<file path="config.mk">
export PLATFORM = sky130hd
export DESIGN_NAME = cp1252_to_utf8_transcoder
export DESIGN_NICKNAME = d
export VERILOG_FILES = /design/src/c2u_pkg.sv /design/src/c2u_front.sv /design/src/c2u_queue.sv /design/src/c2u_back.sv /design/src/cp1252_to_utf8_transcoder.sv
export SDC_FILE = /design/constraint.sdc
export NUM_CORES = 1
export LEC_CHECK = 0
export ABC_CLOCK_PERIOD_IN_PS = 3100
export BUFFER_PORTS_ARGS = -buffer_cell sky130_fd_sc_hd__clkbuf_2
export CAP_MARGIN = 10
export CORE_UTILIZATION = 45
export DETAILED_ROUTE_END_ITERATION = 10
export HOLD_SLACK_MARGIN = 0.03
export SYNTH_ARGS = -nofsm -noshare
export SYNTH_HDL_FRONTEND = slang
export SYNTH_SLANG_ARGS = --single-unit
</file>
<file path="constraint.sdc">
create_clock -name clk -period 3.1 [get_ports clk]
set_input_delay 0.465 -clock clk [delete_from_list [all_inputs] [get_ports clk]]
set_output_delay 0.465 -clock clk [all_outputs]
set_load 0.005 [all_outputs]
</file>
<file path="src/c2u_pkg.sv">
// ----------------------------------------------------------------------------
// c2u_pkg
// Shared types, constants and the upper control range code point table for
// the Windows-1252 to UTF-8 transcoder.
// ----------------------------------------------------------------------------
package c2u_pkg;

    localparam int RUN_MAX     = 3;
    localparam int RUN_LEN_W   = 2;
    localparam int RUN_IDX_W   = 2;
    localparam int QUEUE_DEPTH = 4;
    localparam int QUEUE_AW    = 2;
    localparam int QUEUE_CW    = 3;

    localparam logic [7:0]  ASCII_LIMIT   = 8'h80;
    localparam logic [7:0]  C1_LIMIT      = 8'hA0;
    localparam logic [7:0]  LEAD2_MARK    = 8'hC0;
    localparam logic [7:0]  LEAD3_MARK    = 8'hE0;
    localparam logic [7:0]  CONT_MARK     = 8'h80;
    localparam logic [15:0] TWO_BYTE_LIMIT = 16'h0800;

    // One encoded character: up to three bytes, first byte in seq[0].
    typedef struct packed {
        logic [RUN_MAX-1:0][7:0] seq;
        logic [RUN_LEN_W-1:0]    len;
    } run_t;

    // Code points for bytes 0x80..0x9F; zero marks an unassigned position.
    function automatic logic [15:0] c1_code_point(input logic [4:0] idx);
        logic [15:0] cp;
        case (idx)
            5'd0:    cp = 16'h20AC;
            5'd2:    cp = 16'h201A;
            5'd3:    cp = 16'h0192;
            5'd4:    cp = 16'h201E;
            5'd5:    cp = 16'h2026;
            5'd6:    cp = 16'h2020;
            5'd7:    cp = 16'h2021;
            5'd8:    cp = 16'h02C6;
            5'd9:    cp = 16'h2030;
            5'd10:   cp = 16'h0160;
            5'd11:   cp = 16'h2039;
            5'd12:   cp = 16'h0152;
            5'd14:   cp = 16'h017D;
            5'd17:   cp = 16'h2018;
            5'd18:   cp = 16'h2019;
            5'd19:   cp = 16'h201C;
            5'd20:   cp = 16'h201D;
            5'd21:   cp = 16'h2022;
            5'd22:   cp = 16'h2013;
            5'd23:   cp = 16'h2014;
            5'd24:   cp = 16'h02DC;
            5'd25:   cp = 16'h2122;
            5'd26:   cp = 16'h0161;
            5'd27:   cp = 16'h203A;
            5'd28:   cp = 16'h0153;
            5'd30:   cp = 16'h017E;
            5'd31:   cp = 16'h0178;
            default: cp = 16'h0000;
        endcase
        return cp;
    endfunction

endpackage

</file>
<file path="src/c2u_front.sv">
// ----------------------------------------------------------------------------
// c2u_front
// Accepts input bytes, maps them to code points and encodes each assigned one
// as a UTF-8 run that is pushed into the run queue.
// ----------------------------------------------------------------------------
module c2u_front
    import c2u_pkg::*;
(
    input  logic       in_valid,
    output logic       in_stall,
    input  logic [7:0] in_byte,
    input  logic       q_full,
    output logic       push,
    output run_t       push_run
);

    logic [15:0] cp;
    logic        accept;

    assign in_stall = q_full;
    assign accept   = in_valid && !q_full;

    always_comb
    begin
        if (in_byte < C1_LIMIT)
        begin
            cp = c1_code_point(in_byte[4:0]);
        end
        else
        begin
            cp = {8'h00, in_byte};
        end
    end

    always_comb
    begin
        push_run.seq = '0;
        push_run.len = RUN_LEN_W'(0);
        if (in_byte < ASCII_LIMIT)
        begin
            push_run.seq[0] = in_byte;
            push_run.len    = RUN_LEN_W'(1);
        end
        else if (cp == 16'h0000)
        begin
            // Unassigned position: nothing is emitted.
            push_run.len = RUN_LEN_W'(0);
        end
        else if (cp < TWO_BYTE_LIMIT)
        begin
            push_run.seq[0] = LEAD2_MARK | {3'b000, cp[10:6]};
            push_run.seq[1] = CONT_MARK | {2'b00, cp[5:0]};
            push_run.len    = RUN_LEN_W'(2);
        end
        else
        begin
            push_run.seq[0] = LEAD3_MARK | {4'h0, cp[15:12]};
            push_run.seq[1] = CONT_MARK | {2'b00, cp[11:6]};
            push_run.seq[2] = CONT_MARK | {2'b00, cp[5:0]};
            push_run.len    = RUN_LEN_W'(3);
        end
    end

    assign push = accept && (push_run.len != RUN_LEN_W'(0));

endmodule

</file>
<file path="src/c2u_queue.sv">
// ----------------------------------------------------------------------------
// c2u_queue
// Short queue of encoded runs between the front and back parts.
// ----------------------------------------------------------------------------
module c2u_queue
    import c2u_pkg::*;
(
    input  logic clk,
    input  logic rst_n,
    input  logic push,
    input  run_t push_run,
    input  logic pop,
    output logic full,
    output logic head_valid,
    output run_t head_run
);

    run_t                entry_reg [QUEUE_DEPTH];
    logic [QUEUE_AW-1:0] wr_ptr_reg;
    logic [QUEUE_AW-1:0] wr_ptr_next;
    logic [QUEUE_AW-1:0] rd_ptr_reg;
    logic [QUEUE_AW-1:0] rd_ptr_next;
    logic [QUEUE_CW-1:0] count_reg;
    logic [QUEUE_CW-1:0] count_next;

    assign full       = (count_reg == QUEUE_CW'(QUEUE_DEPTH));
    assign head_valid = (count_reg != QUEUE_CW'(0));
    assign head_run   = entry_reg[rd_ptr_reg];

    always_comb
    begin
        wr_ptr_next = wr_ptr_reg;
        rd_ptr_next = rd_ptr_reg;
        count_next  = count_reg;
        if (push)
        begin
            wr_ptr_next = wr_ptr_reg + QUEUE_AW'(1);
        end
        if (pop)
        begin
            rd_ptr_next = rd_ptr_reg + QUEUE_AW'(1);
        end
        if (push && !pop)
        begin
            count_next = count_reg + QUEUE_CW'(1);
        end
        else if (pop && !push)
        begin
            count_next = count_reg - QUEUE_CW'(1);
        end
    end

    always_ff @(posedge clk or negedge rst_n)
    begin
        if (!rst_n)
        begin
            wr_ptr_reg <= '0;
            rd_ptr_reg <= '0;
            count_reg  <= '0;
        end
        else
        begin
            wr_ptr_reg <= wr_ptr_next;
            rd_ptr_reg <= rd_ptr_next;
            count_reg  <= count_next;
        end
    end

    always_ff @(posedge clk)
    begin
        if (push)
        begin
            entry_reg[wr_ptr_reg] <= push_run;
        end
    end

endmodule

</file>
<file path="src/c2u_back.sv">
// ----------------------------------------------------------------------------
// c2u_back
// Walks the run at the head of the queue one byte per cycle while out_stall is low
// into the output register, marking the final byte of each run.
// ----------------------------------------------------------------------------
module c2u_back
    import c2u_pkg::*;
(
    input  logic       clk,
    input  logic       rst_n,
    input  logic       head_valid,
    input  run_t       head_run,
    output logic       pop,
    output logic       out_valid,
    input  logic       out_stall,
    output logic [7:0] out_byte,
    output logic       last_of_run
);

    logic [RUN_IDX_W-1:0] idx_reg;
    logic [RUN_IDX_W-1:0] idx_next;
    logic                 valid_reg;
    logic                 valid_next;
    logic [7:0]           byte_reg;
    logic [7:0]           byte_next;
    logic                 last_reg;
    logic                 last_next;
    logic                 load;
    logic                 at_end;

    // The output register takes a new byte whenever it is empty or its
    // current byte leaves in this cycle.
    assign load   = !valid_reg || !out_stall;
    assign at_end = (idx_reg == (head_run.len - RUN_LEN_W'(1)));
    assign pop    = load && head_valid && at_end;

    always_comb
    begin
        idx_next   = idx_reg;
        valid_next = valid_reg;
        byte_next  = byte_reg;
        last_next  = last_reg;
        if (load)
        begin
            valid_next = head_valid;
            if (head_valid)
            begin
                byte_next = head_run.seq[idx_reg];
                last_next = at_end;
                idx_next  = at_end ? RUN_IDX_W'(0) : idx_reg + RUN_IDX_W'(1);
            end
        end
    end

    always_ff @(posedge clk or negedge rst_n)
    begin
        if (!rst_n)
        begin
            idx_reg   <= '0;
            valid_reg <= 1'b0;
        end
        else
        begin
            idx_reg   <= idx_next;
            valid_reg <= valid_next;
        end
    end

    always_ff @(posedge clk)
    begin
        byte_reg <= byte_next;
        last_reg <= last_next;
    end

    assign out_valid   = valid_reg;
    assign out_byte    = byte_reg;
    assign last_of_run = last_reg;

endmodule

</file>
<file path="src/cp1252_to_utf8_transcoder.sv">
// ----------------------------------------------------------------------------
// cp1252_to_utf8_transcoder
// Converts a stream of Windows-1252 bytes into a stream of UTF-8 bytes.
// ----------------------------------------------------------------------------
//
//  Channel | Handshake            | Payload
//  --------+----------------------+--------------------------------
//  input   | in_valid / in_stall  | in_byte
//  output  | out_valid / out_stall| out_byte, last_of_run
//
// One input byte is taken per cycle while the four-entry run queue has room.
// The output side emits one byte per cycle while out_stall is low; a character
// yields one to three bytes; the serializer at the queue head sets the rate.
// Unassigned bytes are taken and dropped without output.
// Reset clears the queue and the output register; no item is lost on a stall.
//
module cp1252_to_utf8_transcoder
    import c2u_pkg::*;
(
    input  logic       clk,
    input  logic       rst_n,
    input  logic       in_valid,
    output logic       in_stall,
    input  logic [7:0] in_byte,
    output logic       out_valid,
    input  logic       out_stall,
    output logic [7:0] out_byte,
    output logic       last_of_run
);

    logic push;
    run_t push_run;
    logic pop;
    logic q_full;
    logic head_valid;
    run_t head_run;

    c2u_front u_front (
        .in_valid (in_valid),
        .in_stall (in_stall),
        .in_byte  (in_byte),
        .q_full   (q_full),
        .push     (push),
        .push_run (push_run)
    );

    c2u_queue u_queue (
        .clk        (clk),
        .rst_n      (rst_n),
        .push       (push),
        .push_run   (push_run),
        .pop        (pop),
        .full       (q_full),
        .head_valid (head_valid),
        .head_run   (head_run)
    );

    c2u_back u_back (
        .clk         (clk),
        .rst_n       (rst_n),
        .head_valid  (head_valid),
        .head_run    (head_run),
        .pop         (pop),
        .out_valid   (out_valid),
        .out_stall   (out_stall),
        .out_byte    (out_byte),
        .last_of_run (last_of_run)
    );

endmodule

</file>
==> results of run 1 <==
## synthesized netlist by cell type (all sizes together) (2+ instances only)
master / instances / area [um^2]
edfxtp: 97 / 2913
nor2: 24 / 90.09
mux4: 23 / 518.0
inv: 21 / 78.83
nand2: 17 / 63.81
ha: 14 / 175.2
a21oi: 12 / 63.81
clkbuf: 12 / 45.04
o21ai: 11 / 55.05
dfrtp: 10 / 250.2
mux2i: 10 / 100.1
and2: 8 / 50.05
nand2b: 8 / 50.05
o22ai: 8 / 50.05
nor3: 7 / 40.04
buf: 6 / 28.77
mux2: 5 / 60.05
nand3: 5 / 25.02
xnor2: 5 / 43.79
a211oi: 4 / 30.03
nor2b: 3 / 18.77
o31ai: 3 / 22.52
a31oi: 2 / 12.51
nand3b: 2 / 15.01
nor3b: 2 / 15.01
o2111a: 2 / 22.52
o2111ai: 2 / 17.52
o211ai: 2 / 20.02
xor2: 2 / 17.52
## worst max-delay path, delay by kind of cell
kind	cells	cell delay, ns
compound gates	3	0.57
simple gates	2	0.57
buf+inv	3	0.29
fa+ha+maj	3	0.81
mux	2	0.56
## worst max path at each step
stage	start	to	slack [ns]
after floorplan	in_byte[0]	u_queue.count_reg[1]$_DFFE_PN0P_	-0.09
after global placement	in_byte[0]	u_queue.count_reg[1]$_DFFE_PN0P_	-0.22
after detailed placement	in_byte[0]	u_queue.count_reg[1]$_DFFE_PN0P_	-0.30
after CTS	in_byte[0]	u_queue.count_reg[1]$_DFFE_PN0P_	0.10
after global routing	in_byte[0]	u_queue.count_reg[1]$_DFFE_PN0P_	0.003
final	in_byte[0]	u_queue.count_reg[1]$_DFFE_PN0P_	0.1
## area by class of cell
class,count,area [um^2]
Fill cell,908,4949
Sequential cell,107,3163
Multi-Input combinational cell,196,1750
Timing Repair Buffer,79,590.6
Tap cell,140,175.2
Clock buffer,9,123.9
Inverter,21,78.83
Clock inverter,7,57.56
## per-stage QoR
stage          instances  total power (uW)  setup WS [ns]
2_1_floorplan        342              3260       -0.08863
3_3_place_gp         542              3841        -0.2250
3_5_place_dp         542              3887        -0.3039
4_1_cts              559              4679         0.1033
5_1_grt              559              4902       0.003490
6_report             559              4611        0.09676
## layer usage
metal | track usage | wire, um
met3 | 0.02300 | 333
met2 | 0.3114 | 5053
met1 | 0.2581 | 4573
met5 | 0 | 0
met4 | 0.08611 | 196
## cell families after synthesis
logic type,share of synthesized area
xor gates and xnor gates,0.01215
adders and majority gates,0.03869
muxes,0.1344
and+or+nand+nor,0.08135
AOI/OAI and AO/OA,0.07614
DFF,0.6270
buffers and inverters,0.03026
## report_power, final
| part | total [uW] | switching, uW | internal (uW) | leakage (uW) |
|---|---|---|---|---|
| Sequential | 2160 | 152 | 2010 | 0.00103 |
| Clock | 798 | 491 | 307 | 0.0000954 |
| Combinational | 1650 | 825 | 827 | 0.00112 |
| Total | 4610 | 1470 | 3140 | 0.00224 |
==> results.toml, run 1 <==
[sta]
fin_worst_skew_ns = 0.006211
setup_tns_ns = 0
worst_slew_pin_slew_ns = 0.4228
slew_headroom = 0.7145
slew_violations = 0
worst_hold_slack_ns = 0.3035
fmax_mhz = 333.0
rsz0062_at_grt = "false"
finalCriticalPeriod_ns = 3.003
final-setup-viol-count = 0
period_share = 0.9688
hold_viol_final = 0

[outcome]
status = "complete, no violations"

[global_routing]
grt_start_max_net_pins = 23
overflow = 0
track_usage = 0.1915
antenna_found_initial = 0
grt_pass1_vias = 3076
grt_first_pass_wirelength_mm = 16.26

[floorplanning]
core.rowCount = 38
initial_utilization = 0.4633
core_area_mm2 = 0.01089
io_pins = 23
die_area_mm2 = 0.01164
die_h_um = 107.9
chipWidth_um = 107.9

[layout]
syn_to_final_growth_pct = 17.73
final_cell_mix = "edfxtp_1 (97), buf_4 (52), nor2_1 (24)"
layout_commonest_cell = "edfxtp_1"
final_util = 0.5455
diodes = 0
fin_nets = 441
largest_reg_flops = 88
drive_above_1_share = 0.3150
design_area_mm2 = 0.005939

[worst_setup_path]
cp.arrival_ns = 3.26
cp.required_ns = 3.36
cpPeakStageDelay_ns = 0.41
end_kind = "register"
regToRegSetupSlack_ns = 0.24
worst-setup-path-type = "in2reg"
slowest_stage = "fa_1"
start_kind = "primary input"
cp_max_fo = 4
path_cells = "clkbuf_2, buf_4, ha_1, mux2_2, a221oi_1, nand3b_1, o2111ai_2, nor4b_4, a21oi_2, ha_2, inv_1, fa_1, mux2_2"
rr_worst_depth = 9
rr_startpoint = "u_queue.rd_ptr_reg[0]$_DFFE_PN0P_"
crit_top_cell = "mux2_2"
r2r_end = "u_queue.count_reg[1]$_DFFE_PN0P_"

[synth]
synth_ff_type = "edfxtp_1"
ys_seq_area_frac = 0.6270
syn-num-nets = 369
synth.avg_cell_area_um2 = 14.75
syn_area_mm2 = 0.005045
syn_inst = 342
synth_async_sr_flop_share = 0.09346
yosysWarnings = 0
ys_types = 51
synth_seq_cells = 107
synth_edf_count = 97

[detailed_routing]
drt_wl_total_mm = 10.16
wl_per_cell_um = 18.17
via_per_inst = 5.472
dr_total_vias = 3059
drc_errors = 0
drt_iter0_drc = 197
final_antenna_net_count = 0
drt_first_pass_iters = 4

[clock_network]
clock_sinks = 107
post_cts_buffers = 0
insertion_delay_ns = 0.37
cts_resized = 0
cts_made_buffers = 9
tritoncts = "yes"
clk_pin_slew_worst_paths_ns = 0.10
root_buffer = "clkbuf_8"
cts-htree-levels = 3
hold_buffers = 1
cts.path.max_buffers = 2

[placed_design]
dp_hpwl_mm = 7.201
placed_cell_area_mm2 = 0.005748
io_buffers = 22
gp_congestion = 0.8578

[power_and_ir_drop]
vdd_drop_max_mv = 0.5215
power.density_mw_per_mm2 = 776.3
leakage_uw = 0.002240

[worst_hold_path]
min_from = "out_stall"
hp-class = "in2reg"
holdPathStages = 3
hold_end = "u_back.out_valid$_DFFE_PN0P_"

[job]
drv_cap = 0
(Power assumes the default switching activity.)
==> run 2, diff against run 1 <==
--- a/config.mk
+++ b/config.mk
@@ -5,7 +5,7 @@
 export SDC_FILE = /design/constraint.sdc
 export NUM_CORES = 1
 export LEC_CHECK = 0
-export ABC_CLOCK_PERIOD_IN_PS = 3100
+export ABC_CLOCK_PERIOD_IN_PS = 2900
 export BUFFER_PORTS_ARGS = -buffer_cell sky130_fd_sc_hd__clkbuf_2
 export CAP_MARGIN = 10
 export CORE_UTILIZATION = 45
==> constraint.sdc (replaced) <==
create_clock -name clk -period 2.9 [get_ports clk]
set_input_delay 0.435 -clock clk [delete_from_list [all_inputs] [get_ports clk]]
set_output_delay 0.435 -clock clk [all_outputs]
set_load 0.005 [all_outputs]
==> run 2 against run 1 <==
Total power up 11%. Critical path depth is 1 lower. Core utilization is 2.4 points higher. Non-clock buffer count is 15 higher. Die area is the same. Global-route usage rose by 0.45 points. Wire length up 3.2%. Clock power increased by 15%. First-iteration DRC count shrank 18%. Register-to-register slack got worse by 0.06 ns. Largest cell class unchanged.
==> results.toml, run 2 (synthesis gave the netlist of run 1 again) <==
[power_and_ir_drop]
totalPowerFinal_uw = 5104
leakage_uw = 0.002349
vdd_drop_max_mv = 0.4465
power.density_mw_per_mm2 = 823.4

[floorplanning]
chipWidth_um = 107.9
die_area_mm2 = 0.01164
io_pins = 23
core.rowCount = 38
core_area_mm2 = 0.01089
initial_utilization = 0.4633
die_h_um = 107.9

[worst_setup_path]
slowest_stage = "mux4_2"
r2r_end = "u_queue.count_reg[1]$_DFFE_PN0P_"
end_kind = "register"
rr_startpoint = "u_queue.rd_ptr_reg[0]$_DFFE_PN0P_"
cp_max_fo = 7
worst-setup-path-type = "in2reg"
crit_top_cell = "ha_2"
cp.required_ns = 3.15
cpPeakStageDelay_ns = 0.48
regToRegSetupSlack_ns = 0.18
cp.arrival_ns = 3.09
start_kind = "primary input"
rr_worst_depth = 9
path_cells = "buf_8, buf_6, ha_2, mux4_2, o211ai_2, o2111ai_2, nor4b_4, a21oi_2, ha_2, inv_2, fa_2, mux2_4"

[worst_hold_path]
holdPathStages = 3
min_from = "out_stall"
hold_end = "u_back.out_valid$_DFFE_PN0P_"
hp-class = "in2reg"

[global_routing]
grt_start_max_net_pins = 23
grt_pass1_vias = 3238
track_usage = 0.1960
antenna_found_initial = 0
grt_first_pass_wirelength_mm = 16.85
overflow = 0

[clock_network]
tritoncts = "yes"
cts-htree-levels = 3
insertion_delay_ns = 0.36
root_buffer = "clkbuf_8"
clk_pin_slew_worst_paths_ns = 0.10
clock_sinks = 107
cts_made_buffers = 9
cts.path.max_buffers = 2

[layout]
diodes = 0
fin_nets = 456
design_area_mm2 = 0.006198
syn_to_final_growth_pct = 22.87
final_cell_mix = "edfxtp_1 (97), buf_4 (63), nor2_1 (24)"
nFillCells = 878
largest_reg_flops = 88
multi_input_area_mm2 = 0.001823
layout_commonest_cell = "edfxtp_1"
drive_above_1_share = 0.3802
seq_area_mm2 = 0.003164

[detailed_routing]
drc_errors = 0
final_antenna_net_count = 0
drt_wl_total_mm = 10.48
drt_iter0_drc = 161
via_per_inst = 5.387
dr_total_vias = 3092
wl_per_cell_um = 18.25
drt_first_pass_iters = 4

[sta]
hold_viol_final = 0
rsz0062_at_grt = "true"
final-setup-viol-count = 0
fin_worst_skew_ns = 0.01472
worst_slew_pin_slew_ns = 0.4745
period_share = 0.9785
fmax_mhz = 352.4
worst_hold_slack_ns = 0.2811
slew_violations = 0
setup_ws_ns = 0.06243
slew_headroom = 0.6812
finalCriticalPeriod_ns = 2.838

[placed_design]
placed_cell_area_mm2 = 0.005851
io_buffers = 22
gp_congestion = 0.8901
dp_hpwl_mm = 7.394
dp_worst_setup_slack_ns = -0.4515

[job]
drv_cap = 0

[outcome]
status = "complete, no violations"
[run 2: cell type report]
cell class / instances / share of cell area
Sequential cell: 107 / 0.5105
Multi-Input combinational cell: 196 / 0.2941
Timing Repair Buffer: 94 / 0.1191
Clock buffer: 14 / 0.03149
Tap cell: 140 / 0.02826
Inverter: 21 / 0.01433
Clock inverter: 2 / 0.002220
[run 2: per-layer routing]
layer / wire, um / vias to the layer above / global-route usage
met5: 0 / - / 0
met4: 163 / 0 / 0.05479
met3: 401 / 12 / 0.03935
met2: 5242 / 63 / 0.3347
met1: 4669 / 1542 / 0.2531
li1: - / 1475 / -
[run 2: where the power goes]
part / total [uW] / internal (uW) / switching [uW]
logic: 1880 / 953 / 927
registers: 2300 / 2150 / 155
clock network: 921 / 444 / 477
total: 5100 / 3550 / 1560
[run 2: critical path: cells and delay by family]
| family | cells | cell delay [ns] |
|---|---|---|
| adder cells (fa/ha/maj) | 3 | 0.81 |
| AO/OA/AOI/OAI | 3 | 0.50 |
| multiplexers | 2 | 0.75 |
| buffers and inverters | 3 | 0.30 |
| AND/OR/NAND/NOR | 1 | 0.31 |
[run 2: through the flow]
stage               utilization    TNS, ns  cells
floorplan                     -    -0.4194    342
global placement         0.5373     -13.63    555
detailed placement       0.5373     -17.95    555
CTS                      0.5579          0    572
global route             0.5693  -0.005204    574
finish                   0.5693          0    574
[run 2: timing repair]
action | in CTS | in global routing
buffers inserted | 0 | 2
setup endpoints to repair | 2 | 2
endpoints found under the hold margin | 10 | 0
gates resized for setup | 2 | 35
hold buffers | 1 | 0
pin swaps | 1 | 10
[run 2: how the worst max path moves through the flow]
stage                           from                               end  cells after the start  slack, ns
after global routing      in_byte[0]  u_queue.count_reg[1]$_DFFE_PN0P_                     13     -0.005
after floorplan           in_byte[0]  u_queue.count_reg[1]$_DFFE_PN0P_                     12      -0.26
after global placement    in_byte[0]  u_queue.count_reg[1]$_DFFE_PN0P_                     13      -0.37
after CTS                 in_byte[0]  u_queue.count_reg[1]$_DFFE_PN0P_                     13      0.007
final                     in_byte[0]  u_queue.count_reg[1]$_DFFE_PN0P_                     12       0.06
after detailed placement  in_byte[0]  u_queue.count_reg[1]$_DFFE_PN0P_                     13      -0.45
==> run 3, diff against run 2 <==
--- a/config.mk
+++ b/config.mk
@@ -9,6 +9,7 @@
 export BUFFER_PORTS_ARGS = -buffer_cell sky130_fd_sc_hd__clkbuf_2
 export CAP_MARGIN = 10
 export CORE_UTILIZATION = 45
+export CTS_BUF_LIST = sky130_fd_sc_hd__clkbuf_16
 export DETAILED_ROUTE_END_ITERATION = 10
 export HOLD_SLACK_MARGIN = 0.03
 export SYNTH_ARGS = -nofsm -noshare
==> run 3 against run 2 <==
Sequential cell count unchanged. Core utilization up 0.82 points. Wire length grew 1.3%. Worst setup slack worse by 0.035 ns. Clock power is 29% higher. Largest power group unchanged. Register-to-register slack got worse by 0.04 ns. Cell area grew 1.4%. Fmax down 1.2%. Non-clock buffer count grew 3. First-iteration DRC count increased by 3.1%.
==> results.toml, run 3 (synthesis gave the netlist of run 1 again) <==
[outcome]
status = "complete, no violations"

[layout]
largest_reg_flops = 88
final_cells = 577
layout_commonest_cell = "edfxtp_1"
final_cell_mix = "edfxtp_1 (97), buf_4 (68), nor2_1 (24)"
fin_nets = 459
final_util = 0.5775
diodes = 0
syn_to_final_growth_pct = 24.63
drive_above_1_share = 0.3776

[detailed_routing]
drt_iter0_drc = 166
dr_total_vias = 3138
drt_wl_total_mm = 10.62
wl_per_cell_um = 18.40
via_per_inst = 5.438
final_antenna_net_count = 0
drc_errors = 0
drt_first_pass_iters = 4

[clock_network]
cts_made_buffers = 9
insertion_delay_ns = 0.34
clock_sinks = 107
cts.path.max_buffers = 2
root_buffer = "clkbuf_16"
tritoncts = "yes"
cts-htree-levels = 3
clk_pin_slew_worst_paths_ns = 0.07

[power_and_ir_drop]
power.density_mw_per_mm2 = 854.1
vdd_drop_max_mv = 0.5526
leakage_uw = 0.002414

[worst_setup_path]
crit_end = "u_queue.count_reg[1]$_DFFE_PN0P_"
r2r_end = "u_queue.count_reg[1]$_DFFE_PN0P_"
cpPeakStageDelay_ns = 0.41
cp.arrival_ns = 3.10
cp_max_fo = 5
startpoint = "in_byte[1]"
regToRegSetupSlack_ns = 0.14
worst-setup-path-type = "in2reg"
start_kind = "primary input"
rr_startpoint = "u_queue.rd_ptr_reg[0]$_DFFE_PN0P_"
rr_worst_depth = 9
end_kind = "register"
cp.required_ns = 3.13
path_cells = "buf_8, buf_6, ha_4, buf_6, nor3_4, o211ai_1, a211oi_2, nand2_1, nor4b_4, a21oi_2, ha_2, inv_2, fa_1, mux2_4"
slowest_stage = "fa_1"
crit_top_cell = "buf_6"

[sta]
setup_ws_ns = 0.02781
final-setup-viol-count = 0
rsz0062_at_grt = "true"
worst_slew_pin_slew_ns = 0.4717
fmax_mhz = 348.2
period_share = 0.9904
slew_headroom = 0.6831
finalCriticalPeriod_ns = 2.872
setup_tns_ns = 0
fin_worst_skew_ns = 0.009909
slew_violations = 0
hold_viol_final = 0

[placed_design]
place_inst = 555
io_buffers = 22
dp_worst_setup_slack_ns = -0.4515
gp_congestion = 0.8901
dp_hpwl_mm = 7.394

[global_routing]
overflow = 0
grt_start_max_net_pins = 23
grt_first_pass_wirelength_mm = 16.95
track_usage = 0.1983
grt_pass1_vias = 3275
antenna_found_initial = 0

[job]
drv_cap = 0

[floorplanning]
core.rowCount = 38
die_area_mm2 = 0.01164
die_h_um = 107.9
chipWidth_um = 107.9
core_area_mm2 = 0.01089
io_pins = 23
initial_utilization = 0.4633

[worst_hold_path]
hp-class = "in2reg"
run 3: cell count changes in the layout (fill, tap and decap cells not counted), moves of 3 or more:
| cell | previous run | this run |
|---|---|---|
| clkbuf_16 | 2 | 11 |
| inv_1 | 15 | 18 |
| clkbuf_8 | 10 | 0 |
| buf_4 | 63 | 68 |
run 3: per-stage QoR:
| step | cell area, um^2 | total power (uW) | hold slack [ns] |
|---|---|---|---|
| after global placement | 5851 | 4159 | 0.3219 |
| after CTS | 6190 | 5406 | 0.2893 |
| after detailed placement | 5851 | 4209 | 0.3242 |
| after global routing | 6287 | 5679 | 0.3036 |
| final | 6287 | 5370 | 0.2998 |
| after floorplan | 5072 | 3486 | 0.1394 |
run 3: cell type report:
type / count / area [um^2]
fillers: 867 / 4601
clock buffers: 11 / 275.3
well taps: 140 / 175.2
flip-flops and latches: 107 / 3163
multi-input cells: 196 / 1827
inverters: 21 / 78.83
clock inverters: 5 / 25.02
repair buffers: 97 / 743.2
run 3: critical path: cells and delay by family:
family / cells / cell delay (ns)
adders and majority gates: 3 / 0.77
and+or+nand+nor: 3 / 0.62
AOI/OAI and AO/OA: 3 / 0.62
buffers and inverters: 4 / 0.37
muxes: 1 / 0.28
run 3: how the worst min path moves through the flow:
stage / cells after the start / endpoint / slack, ns / start
2_1_floorplan: 0 / u_back.idx_reg[0]$_DFFE_PN0P_ / 0.14 / rst_n
3_3_place_gp: 1 / u_back.idx_reg[1]$_DFFE_PN0P_ / 0.32 / rst_n
3_5_place_dp: 1 / u_back.idx_reg[1]$_DFFE_PN0P_ / 0.32 / rst_n
4_1_cts: 3 / u_back.out_valid$_DFFE_PN0P_ / 0.29 / out_stall
5_1_grt: 3 / u_back.out_valid$_DFFE_PN0P_ / 0.30 / out_stall
6_report: 3 / u_back.out_valid$_DFFE_PN0P_ / 0.30 / out_stall
run 3: what timing repair did:
item / in CTS / in global routing
hold buffers: 1 / 0
pin swaps: 4 / 9
setup endpoints to repair: 2 / 2
gates resized for setup: 5 / 18
buffers inserted: 2 / 3
hold endpoints to repair: 10 / 0
run 3: per-layer routing:
layer	share of wire	GRT usage	up-vias
li1	-	-	1479
met1	0.45	0.2531	1582
met2	0.50	0.3365	64
met3	0.037	0.04419	13
met4	0.016	0.05969	0
met5	0	0	-
run 3: power by group:
group	switching [uW]	internal [uW]
sequential	153	2150
combinational	923	952
clock	513	680
